### src/hw/rtl/s2l16_pkg.sv
`timescale 1ns / 1ps
// s2l16_pkg: widths, constant tables and latency of the log16 sample encoder
// used by sample_to_log16_encoder and its checker; depends on nothing else

package s2l16_pkg;

    localparam int FRAC_BITS = 8;

    localparam int SAMPLE_W = 33;
    localparam int MAG_W    = 33;
    localparam int LOW_W    = 8;
    localparam int HIGH_W   = 7;

    localparam int EXP_MAX  = 47;
    localparam int EXP_W    = 6;
    localparam int NEG_BASE = 96;

    localparam int LOW_MUL  = 712;
    localparam int LOW_SUB  = 615;
    localparam int LOW_MAX  = 255;
    localparam int LOW_TOP  = LOW_SUB + LOW_MAX + 1;

    // 712 * 2^32 stays below 2^42
    localparam int PROD_W   = 42;
    localparam int QUO_IN_W = PROD_W - FRAC_BITS;
    localparam int CMP_W    = PROD_W;

    localparam int TH_W     = 40;
    localparam int STEP_W   = 24;
    localparam int REM_W    = STEP_W + LOW_W;

    localparam int DIV_STAGES     = 4;
    localparam int BITS_PER_STAGE = LOW_W / DIV_STAGES;

    // magnitude, compare, encode, bounds, divider stages, output register
    localparam int PIPE_LAT = 5 + DIV_STAGES;

    localparam logic [63:0] ODD_Q40  = 64'd952547447087;
    localparam logic [63:0] EVEN_Q40 = 64'd673552759258;
    localparam int          Q_SHIFT  = 40;

    typedef logic [STEP_W-1:0] t_step_tab [0:EXP_MAX];
    typedef logic [CMP_W-1:0]  t_bnd_tab  [0:EXP_MAX];
    typedef logic [TH_W-1:0]   t_th_tab   [0:EXP_MAX-1];

    localparam t_step_tab STEP_REF = '{
        24'd1,       24'd1,       24'd1,       24'd2,       24'd3,       24'd4,
        24'd6,       24'd8,       24'd11,      24'd16,      24'd23,      24'd32,
        24'd45,      24'd64,      24'd91,      24'd128,     24'd181,     24'd256,
        24'd362,     24'd512,     24'd724,     24'd1024,    24'd1448,    24'd2048,
        24'd2896,    24'd4096,    24'd5793,    24'd8192,    24'd11585,   24'd16384,
        24'd23170,   24'd32768,   24'd46341,   24'd65536,   24'd92682,   24'd131072,
        24'd185364,  24'd262144,  24'd370728,  24'd524288,  24'd741455,  24'd1048576,
        24'd1482910, 24'd2097152, 24'd2965821, 24'd4194304, 24'd5931642, 24'd8388608
    };

    // integer magnitude at which exponent h is reached, rounded up
    function automatic t_th_tab f_th_tab();
        t_th_tab     tab;
        int          j;
        int          sh;
        logic [63:0] q;
        logic [63:0] t;
        for (int h = 1; h <= EXP_MAX; h++) begin
            j  = h >>> 1;
            q  = (h % 2 == 1) ? ODD_Q40 : EVEN_Q40;
            sh = Q_SHIFT - j - FRAC_BITS;
            t  = (q + ((64'd1 << sh) - 64'd1)) >> sh;
            tab[h-1] = t[TH_W-1:0];
        end
        return tab;
    endfunction

    function automatic t_bnd_tab f_bnd_tab(input int mul);
        t_bnd_tab tab;
        for (int h = 0; h <= EXP_MAX; h++) begin
            tab[h] = CMP_W'(STEP_REF[h]) * CMP_W'(mul);
        end
        return tab;
    endfunction

    localparam t_th_tab  THRESH = f_th_tab();
    localparam t_bnd_tab LO_BND = f_bnd_tab(LOW_SUB);
    localparam t_bnd_tab HI_BND = f_bnd_tab(LOW_TOP);

endpackage

### src/hw/rtl/sample_to_log16_encoder.sv
`timescale 1ns / 1ps
// sample_to_log16_encoder: signed fixed-point sample to two-byte log code
// depends on s2l16_pkg

// One sample is taken on every clock edge where start is high (busy is
// always low, so the block never holds a sample off), and its code appears
// on o_code_low / o_code_high with o_strobe high for one cycle. Codes come
// out in the order samples went in. The pipeline stages are: magnitude, 47
// parallel threshold compares, exponent encode, mantissa bounds, four
// radix-2 divider stages of two quotient bits each, and the output
// register. The receiver cannot stall, so results must be captured when
// o_strobe is high.

module sample_to_log16_encoder (
    input  logic                                   i_clk,
    input  logic                                   i_rst_n,
    input  logic                                   start,
    input  logic signed [s2l16_pkg::SAMPLE_W-1:0]  i_sample,
    output logic                                   busy,
    output logic                                   o_strobe,
    output logic        [s2l16_pkg::LOW_W-1:0]     o_code_low,
    output logic        [s2l16_pkg::HIGH_W-1:0]    o_code_high
);
    import s2l16_pkg::*;

    logic [MAG_W-1:0]     w_samp_u;
    logic [MAG_W-1:0]     n_s1_mag;

    logic                 r_s1_valid;
    logic [MAG_W-1:0]     r_s1_mag;
    logic                 r_s1_neg;

    logic [EXP_MAX-1:0]   n_s2_therm;
    logic [PROD_W-1:0]    w_prod;
    logic                 r_s2_valid;
    logic [EXP_MAX-1:0]   r_s2_therm;
    logic [QUO_IN_W-1:0]  r_s2_quo_in;
    logic                 r_s2_small;
    logic                 r_s2_neg;

    logic [EXP_W-1:0]     n_s3_h;
    logic                 r_s3_valid;
    logic [EXP_W-1:0]     r_s3_h;
    logic [QUO_IN_W-1:0]  r_s3_quo_in;
    logic                 r_s3_small;
    logic                 r_s3_neg;

    logic [CMP_W-1:0]     w_num;
    logic [CMP_W-1:0]     w_diff;
    logic [HIGH_W-1:0]    n_high;

    logic                 r_dv_valid [0:DIV_STAGES];
    logic [REM_W-1:0]     r_dv_rem   [0:DIV_STAGES];
    logic [LOW_W-1:0]     r_dv_quo   [0:DIV_STAGES];
    logic [STEP_W-1:0]    r_dv_div   [0:DIV_STAGES];
    logic                 r_dv_sat   [0:DIV_STAGES];
    logic                 r_dv_zero  [0:DIV_STAGES];
    logic [HIGH_W-1:0]    r_dv_high  [0:DIV_STAGES];
    logic [REM_W-1:0]     n_dv_rem   [0:DIV_STAGES-1];
    logic [LOW_W-1:0]     n_dv_quo   [0:DIV_STAGES-1];

    logic [LOW_W-1:0]     n_low;
    logic                 r_o_valid;
    logic [LOW_W-1:0]     r_o_low;
    logic [HIGH_W-1:0]    r_o_high;

    // stage 1: magnitude, -2^32 wraps to 2^32 as an unsigned value
    assign w_samp_u = i_sample;
    assign n_s1_mag = w_samp_u[MAG_W-1] ? (~w_samp_u + MAG_W'(1)) : w_samp_u;

    // stage 2: thermometer of thresholds reached, scaled product for mantissa
    always_comb begin
        for (int k = 0; k < EXP_MAX; k++) begin
            n_s2_therm[k] = (TH_W'(r_s1_mag) >= THRESH[k]);
        end
    end
    assign w_prod = PROD_W'(r_s1_mag) * PROD_W'(LOW_MUL);

    // stage 3: thresholds rise with h, so the highest one reached is the exponent
    always_comb begin
        n_s3_h = '0;
        for (int k = 0; k < EXP_MAX; k++) begin
            if (r_s2_therm[k]) begin
                n_s3_h = EXP_W'(k + 1);
            end
        end
    end

    // stage 4: only quotients 615..870 matter, so clip against both bounds
    assign w_num  = CMP_W'(r_s3_quo_in);
    assign w_diff = w_num - LO_BND[r_s3_h];

    always_comb begin
        if (r_s3_small) begin
            n_high = '0;
        end else if (r_s3_neg && (r_s3_h != '0)) begin
            n_high = HIGH_W'(NEG_BASE) - HIGH_W'(r_s3_h);
        end else begin
            n_high = HIGH_W'(r_s3_h);
        end
    end

    // divider stages: restoring division of the offset remainder by r[h]
    always_comb begin
        logic [REM_W-1:0] rem;
        logic [LOW_W-1:0] quo;
        logic [REM_W-1:0] trial;
        for (int d = 0; d < DIV_STAGES; d++) begin
            rem = r_dv_rem[d];
            quo = r_dv_quo[d];
            for (int b = 0; b < BITS_PER_STAGE; b++) begin
                trial = REM_W'(r_dv_div[d]) << (LOW_W - 1 - d * BITS_PER_STAGE - b);
                if (rem >= trial) begin
                    rem = rem - trial;
                    quo[LOW_W - 1 - d * BITS_PER_STAGE - b] = 1'b1;
                end
            end
            n_dv_rem[d] = rem;
            n_dv_quo[d] = quo;
        end
    end

    always_comb begin
        if (r_dv_zero[DIV_STAGES]) begin
            n_low = '0;
        end else if (r_dv_sat[DIV_STAGES]) begin
            n_low = LOW_W'(LOW_MAX);
        end else begin
            n_low = r_dv_quo[DIV_STAGES];
        end
    end

    // valid bits
    always_ff @(posedge i_clk) begin
        if (!i_rst_n) begin
            r_s1_valid <= 1'b0;
            r_s2_valid <= 1'b0;
            r_s3_valid <= 1'b0;
            for (int d = 0; d <= DIV_STAGES; d++) begin
                r_dv_valid[d] <= 1'b0;
            end
            r_o_valid <= 1'b0;
        end else begin
            r_s1_valid    <= start && !busy;
            r_s2_valid    <= r_s1_valid;
            r_s3_valid    <= r_s2_valid;
            r_dv_valid[0] <= r_s3_valid;
            for (int d = 0; d < DIV_STAGES; d++) begin
                r_dv_valid[d+1] <= r_dv_valid[d];
            end
            r_o_valid <= r_dv_valid[DIV_STAGES];
        end
    end

    // payload, no reset needed
    always_ff @(posedge i_clk) begin
        r_s1_mag <= n_s1_mag;
        r_s1_neg <= i_sample[SAMPLE_W-1];

        r_s2_therm  <= n_s2_therm;
        r_s2_quo_in <= w_prod[PROD_W-1:FRAC_BITS];
        r_s2_small  <= (r_s1_mag < (MAG_W'(1) << (FRAC_BITS - 1)));
        r_s2_neg    <= r_s1_neg;

        r_s3_h      <= n_s3_h;
        r_s3_quo_in <= r_s2_quo_in;
        r_s3_small  <= r_s2_small;
        r_s3_neg    <= r_s2_neg;

        r_dv_rem[0]  <= w_diff[REM_W-1:0];
        r_dv_quo[0]  <= '0;
        r_dv_div[0]  <= STEP_REF[r_s3_h];
        r_dv_sat[0]  <= (w_num >= HI_BND[r_s3_h]);
        r_dv_zero[0] <= r_s3_small || (w_num < LO_BND[r_s3_h]);
        r_dv_high[0] <= n_high;

        for (int d = 0; d < DIV_STAGES; d++) begin
            r_dv_rem[d+1]  <= n_dv_rem[d];
            r_dv_quo[d+1]  <= n_dv_quo[d];
            r_dv_div[d+1]  <= r_dv_div[d];
            r_dv_sat[d+1]  <= r_dv_sat[d];
            r_dv_zero[d+1] <= r_dv_zero[d];
            r_dv_high[d+1] <= r_dv_high[d];
        end

        r_o_low  <= n_low;
        r_o_high <= r_dv_high[DIV_STAGES];
    end

    assign busy        = 1'b0;
    assign o_strobe    = r_o_valid;
    assign o_code_low  = r_o_low;
    assign o_code_high = r_o_high;

endmodule

### config.mk
export PLATFORM = sky130hd
export DESIGN_NAME = sample_to_log16_encoder
export DESIGN_NICKNAME = d
export VERILOG_FILES = /design/src/hw/rtl/s2l16_pkg.sv /design/src/hw/rtl/sample_to_log16_encoder.sv
export SDC_FILE = /design/constraint.sdc
export NUM_CORES = 2
export LEC_CHECK = 0
export ABC_AREA = 1
export BUFFER_PORTS_ARGS = -buffer_cell sky130_fd_sc_hd__buf_2
export CAP_MARGIN = 20
export CORE_ASPECT_RATIO = 0.5
export CORE_UTILIZATION = 40
export DETAILED_ROUTE_END_ITERATION = 8
export SYNTH_ARGS = -nofsm -noshare
export SYNTH_HDL_FRONTEND = slang
export SYNTH_SLANG_ARGS = --single-unit
### constraint.sdc
create_clock -name i_clk -period 6.6 [get_ports i_clk]
set_clock_uncertainty 0.15 [all_clocks]
set_input_delay 0.33 -clock i_clk [delete_from_list [all_inputs] [get_ports i_clk]]
set_output_delay 0.33 -clock i_clk [all_outputs]
set_load 0.01 [all_outputs]
[Word-level counts from Yosys, hierarchy flattened]
Memory sizes are Yosys's and may differ from the RTL's. A register that Yosys moved wholly into a read port is not among the register bits.
Index checks and enable logic that the tools add are counted.
Word-level totals
  flip-flop bits (word level): 170
  bits in writable memories: 370
  bits in read-only memories: 6912
  input bits: 36
  output and inout port bits: 17
  word-level logic and storage cells: 194
  memories: 10
Memory list
  (no name shown): depth 64, width 42, rd ports 1, clocked after memory_dff 0, write ports 0, line sample_to_log16_encoder.sv:174  | r_dv_zero[0] <= r_s3_small || (w_num < LO_BND[r_s3_h]);
  (no name shown): depth 64, width 42, rd ports 1, clocked after memory_dff 0, write ports 0, line sample_to_log16_encoder.sv:173  | r_dv_sat[0] <= (w_num >= HI_BND[r_s3_h]);
  (no name shown): depth 64, width 24, rd ports 1, clocked after memory_dff 0, write ports 0, line sample_to_log16_encoder.sv:172  | r_dv_div[0] <= STEP_REF[r_s3_h];
  r_dv_rem: depth 5, width 32, rd ports 4, clocked after memory_dff 0, write ports 5, line sample_to_log16_encoder.sv:53  | logic [REM_W-1:0] r_dv_rem [0:DIV_STAGES];
  r_dv_div: depth 5, width 24, rd ports 4, clocked after memory_dff 0, write ports 5, line sample_to_log16_encoder.sv:55  | logic [STEP_W-1:0] r_dv_div [0:DIV_STAGES];
  r_dv_quo: depth 5, width 8, rd ports 5, clocked after memory_dff 0, write ports 5, line sample_to_log16_encoder.sv:54  | logic [LOW_W-1:0] r_dv_quo [0:DIV_STAGES];
  +4 memories
Cells by class
  add/sub/neg operators: 11
  multipliers: 1
  magnitude comparators: 59
  muxes and demuxes: 79
  bitwise operators: 7
  reduce and logical (&&, ||, !) cells: 8
Operators by type and width (count)
  two-way mux 32 bit: 9
  two-way mux 42 bit: 4
  two-way mux 5 bit: 16
  greater-or-equal comparator 33 x 10 -> 1 bit (second input constant): 2
  greater-or-equal comparator 33 x 11 -> 1 bit (second input constant): 2
  greater-or-equal comparator 33 x 12 -> 1 bit (second input constant): 2
  greater-or-equal comparator 33 x 13 -> 1 bit (second input constant): 2
  greater-or-equal comparator 33 x 14 -> 1 bit (second input constant): 2
  greater-or-equal comparator 33 x 15 -> 1 bit (second input constant): 2
  greater-or-equal comparator 33 x 16 -> 1 bit (second input constant): 2
  greater-or-equal comparator 33 x 17 -> 1 bit (second input constant): 2
  greater-or-equal comparator 33 x 18 -> 1 bit (second input constant): 2
  greater-or-equal comparator 33 x 19 -> 1 bit (second input constant): 2
  greater-or-equal comparator 33 x 20 -> 1 bit (second input constant): 2
  greater-or-equal comparator 33 x 21 -> 1 bit (second input constant): 2
  greater-or-equal comparator 33 x 22 -> 1 bit (second input constant): 2
  greater-or-equal comparator 33 x 23 -> 1 bit (second input constant): 2
  greater-or-equal comparator 33 x 24 -> 1 bit (second input constant): 2
  greater-or-equal comparator 33 x 25 -> 1 bit (second input constant): 2
  greater-or-equal comparator 33 x 26 -> 1 bit (second input constant): 2
  greater-or-equal comparator 33 x 27 -> 1 bit (second input constant): 2
  greater-or-equal comparator 33 x 28 -> 1 bit (second input constant): 2
  greater-or-equal comparator 33 x 29 -> 1 bit (second input constant): 2
  greater-or-equal comparator 33 x 30 -> 1 bit (second input constant): 2
  other kinds (45): 94

[Longest topological paths before layout]
  depth in word-level cells: 46
  mapped depth: 47

[Worst setup path before layout]
No wires, ideal clock.
  path kind: register to register
  from: memory r_dv_div[1][2] (netlist: r_dv_div[0][26])
  to: memory r_dv_rem[0][93] in the netlist's numbering
  setup time: 0.122 ns
  data arrival time: 5.277 ns
  data required time: 6.328 ns
  slack: 1.051 ns
  stages on the path, launching flop included: 41
  buffers on the path: 2
  clock period less this slack: 5.549 ns
  cell sequence: dfxtp_1 -> inv_1 -> ha_1 -> a21oi_1 -> o21ai_2 -> a21oi_1 -> nor2_1 -> nor2_1 -> o21ai_2 -> a21oi_2 -> o21ai_1 -> nand3_1 -> nand3_1 -> inv_1 -> clkbuf_1 -> clkbuf_1 -> nand2_1 -> nand2_1 -> (+5 left out) -> a21oi_1 -> o21bai_1 -> a21oi_1 -> o21bai_1 -> nand2_1 -> inv_2 -> o21a_1 -> nor2_1 -> o21ai_2 -> a21oi_1 -> o21bai_1 -> nand2_1 -> nand2_2 -> a21boi_1 -> o21ai_1 -> nand2_1 -> nand3_1 -> xor2_1
RTL lines (line)
  start, declared: sample_to_log16_encoder.sv:55
  end, declared: sample_to_log16_encoder.sv:53

==> flow_summary.json <==
{
  "worst_pin_slew_ns": 1.049,
  "cp_slowest_cell": "dfxtp_1",
  "pwr-share-comb_pct": 67.9,
  "cellLeakagePower_nw": 17.38,
  "status": "finished clean",
  "routed-via-count": 29820,
  "required_ns": 6.96,
  "grt_max_degree": 46,
  "critPathLaunchType": "flip-flop",
  "path_max_fanout": 5,
  "synth_top_cell_area_share_pct": 28.39,
  "hpwl_um": 86880,
  "grt_pass1_vias": 29850,
  "wl_um": 104700,
  "async_reset_ff_share_pct": 0,
  "netlist_area_sq_mm": 0.03329,
  "hold_class": "reg -> reg",
  "root_buffer": "clkbuf_16",
  "cpMostUsedCell": "a21oi_1",
  "pin_count": 53,
  "antenna_found_initial": 3,
  "switchingPower_mw": 10.99,
  "syn2layout_area_growth_pct": 11.79,
  "synth_simple_gate_area_share_pct": 20.32,
  "groute.usage.overall_pct": 24.81,
  "ys_top_cells_by_area": "dfxtp_1 28%, ha_1 14%, inv_1 8.6%",
  "clk_pin_slew_ns": 0.07,
  "synth.area.mux_share_pct": 0,
  "insertion_delay_ns": 0.63,
  "slew_headroom_pct": 28.24,
  "drt_iter0_markers": 2036,
  "fmax_ghz": 0.1648,
  "hold_viol_final": 0,
  "htree_levels": 2,
  "critical-path-max-stage-delay_ns": 0.37,
  "ir_drop_v": 0.0003135,
  "synth.most_common_cell": "inv_1",
  "clkPwrFrac_pct": 12.4,
  "fin_cells": 5789,
  "rsz0062_at_grt": "yes",
  "start_util_pct": 40.58,
  "drt-wirelength-per-cell_um": 18.09,
  "ys_seq_area_share_pct": 28.39,
  "power.total_mw": 23.11,
  "report.final.setup_viol": 0,
  "synth_edf_count": 0,
  "synth_ff_type": "dfxtp_1",
  "die_h_um": 206.0,
  "synthTopCellsByCount": "766 x inv_1, 754 x nand2_1, 472 x dfxtp_1, 427 x nor2_1, 377 x ha_1",
  "setup_tns_ns": 0,
  "ys_ff_latch": 472,
  "arrival_ns": 6.43,
  "rows": 74,
  "final_util_pct": 45.36,
  "crit_type": "reg -> reg",
  "slew_violations": 0,
  "synth_cells": 4525,
  "cts_tree": "yes",
  "synth-compound-area-share_pct": 16.00,
  "dieArea_sq_mm": 0.08445,
  "yosys_warnings": 0,
  "setup_ws_ns": 0.5318,
  "fin_crit_ns": 6.068,
  "nets": 5128,
  "core_area_sq_mm": 0.08203,
  "synth_top_family_by_area": "simple AND/OR/NAND/NOR gates",
  "power.internal_mw": 12.12,
  "gp_congestion": 0.9609,
  "cts_made_buffers": 47,
  "synth_cell_types": 80,
  "busiest_layer": "met2",
  "seqPwrFrac_pct": 19.7,
  "endpoint_kind": "flip-flop",
  "cts_sinks": 472,
  "synth_xor_area_share_pct": 6.792,
  "grt-ovfl-total": 0,
  "yosysTopAreaCell": "dfxtp_1",
  "syn-num-nets": 5003,
  "grt_pass1_wl_um": 164200,
  "drive_above_1_share_pct": 7.469,
  "p_per_area_mw_per_mm2": 621.0,
  "sw_frac_of_total_pct": 47.56,
  "grtUsageMet1_pct": 30.74,
  "firstDrtPassIters": 6,
  "die_x_um": 410.0,
  "syn_area_per_cell_sq_um": 7.357,
  "portBuffers": 51,
  "cap_violations": 0,
  "post-route-period-util_pct": 91.94,
  "synthAdderAreaFrac_pct": 18.08,
  "place_inst": 5649,
  "drc": 0,
  "detail-route-antenna-nets": 0,
  "grt.met2_usage_pct": 41.96,
  "use_met3_pct": 3.494,
  "viasPerCell": 5.151,
  "n_fill_cell": 8435,
  "dpl_worst_slack_ns": 0.4011,
  "clk_path_buf_depth": 3
}
[final timing paths]
kind                                               from                      end  slack, ns  cells past startpoint
worst max register to register  r_dv_div[0][26]$_DFF_P_  r_dv_rem[0][95]$_DFF_P_       0.53                     38
worst max-delay path            r_dv_div[0][26]$_DFF_P_  r_dv_rem[0][95]$_DFF_P_       0.53                     38
worst min register to register  r_s2_quo_in[17]$_DFF_P_  r_s3_quo_in[17]$_DFF_P_       0.16                      0
worst min-delay path            r_s2_quo_in[17]$_DFF_P_  r_s3_quo_in[17]$_DFF_P_       0.16                      0
[routing by layer]
| metal | vias up | routed length [um] |
|---|---|---|
| li1 | 15100 | - |
| met1 | 13560 | 46280 |
| met2 | 875 | 46920 |
| met3 | 289 | 5494 |
| met4 | 0 | 6027 |
| met5 | - | 0 |
[timing repair]
action | 4_1_cts | 5_1_grt
setup buffers | 0 | 5
endpoints found under the setup margin | 0 | 27
resized for setup | 0 | 13
endpoints found under the hold margin | 43 | 0
hold buffers | 48 | 0
[cells in the final DEF, fill, tap and decap left out, drive strengths merged, types with 7 or more instances in the layout]
master | Yosys | layout
xor2 | 138 | 138
o211ai | 35 | 35
fa | 65 | 65
nor4 | 33 | 33
o31ai | 16 | 16
o21a | 14 | 14
a211oi | 14 | 14
nand2 | 788 | 788
o311ai | 11 | 11
xnor2 | 115 | 115
clkbuf | 73 | 63
nor3 | 67 | 67
nand4 | 71 | 71
a21oi | 313 | 313
a21o | 8 | 8
a31oi | 23 | 23
o2111ai | 15 | 15
a22oi | 8 | 8
nor2 | 434 | 434
inv | 786 | 786
or2 | 10 | 10
o22ai | 13 | 13
nand3 | 163 | 163
o221ai | 23 | 23
o21ai | 332 | 332
clkinv | 6 | 15
dfxtp | 472 | 472
a221oi | 7 | 7
clkinvlp | 0 | 8
o21bai | 21 | 21
ha | 377 | 377
dlygate4sd3 | 0 | 48
buf | 24 | 124
[per-stage QoR]
| step | hold WS [ns] | area (sq um) |
|---|---|---|
| finish | 0.1626 | 37210 |
| floorplan | 0.1596 | 33290 |
| global placement | 0.1603 | 34980 |
| CTS | 0.1655 | 37120 |
| detailed placement | 0.1621 | 34980 |
| global route | 0.1708 | 37210 |
[logic make-up (layout without fill, tap and decap cells)]
group | after synthesis | in the layout
flops | 472 | 472
other cells | 1 | 2
simple gates | 1585 | 1585
fa+ha+maj | 442 | 442
buf+inv | 889 | 1050
compound gates | 883 | 883
xor+xnor | 253 | 253
[area by class of cell]
type | instances | area [sq um] | share of cell area, %
multi-input combinational | 3164 | 20400 | 54.83
sequential | 472 | 9449 | 25.39
inverter | 792 | 2994 | 8.046
tap | 1102 | 1379 | 3.705
clock buffer | 63 | 1328 | 3.567
timing repair buffer | 172 | 1320 | 3.547
clock inverter | 22 | 332.8 | 0.8944
timing repair inverter | 1 | 5.005 | 0.01345
antenna | 1 | 2.502 | 0.006724
[flip-flops by register name (all words and copies together) (netlist names), 6 cells and up]
| register | cells |
|---|---|
| o_code_low | 8 |
| r_s1_mag | 33 |
| r_dv_div | 96 |
| r_s3_h | 6 |
| r_s3_quo_in | 34 |
| r_s2_therm | 47 |
| r_dv_high | 35 |
| r_dv_quo | 20 |
| o_code_high | 7 |
| r_dv_rem | 128 |
| r_s2_quo_in | 34 |
[worst max-delay path: cells and delay by family, from the launching register on]
family                   cells  cell delay (ns)
adder cells (fa/ha/maj)      2             0.65
AO/OA/AOI/OAI               21             3.33
buffers and inverters        4             0.30
AND/OR/NAND/NOR             10             1.03
flip-flops                   1             0.37
XOR/XNOR                     1             0.15
[power by group through the flow]
stage	Combinational, mW	Clock [mW]	Sequential [mW]
CTS	15.6	2.97	4.55
finish	15.7	2.87	4.56
global placement	15.2	0	4.62
floorplan	12.6	0	4.33
detailed placement	15.5	0	4.61
global route	17.9	3.09	4.65
Note: power is estimated with default switching activity, not from simulation.
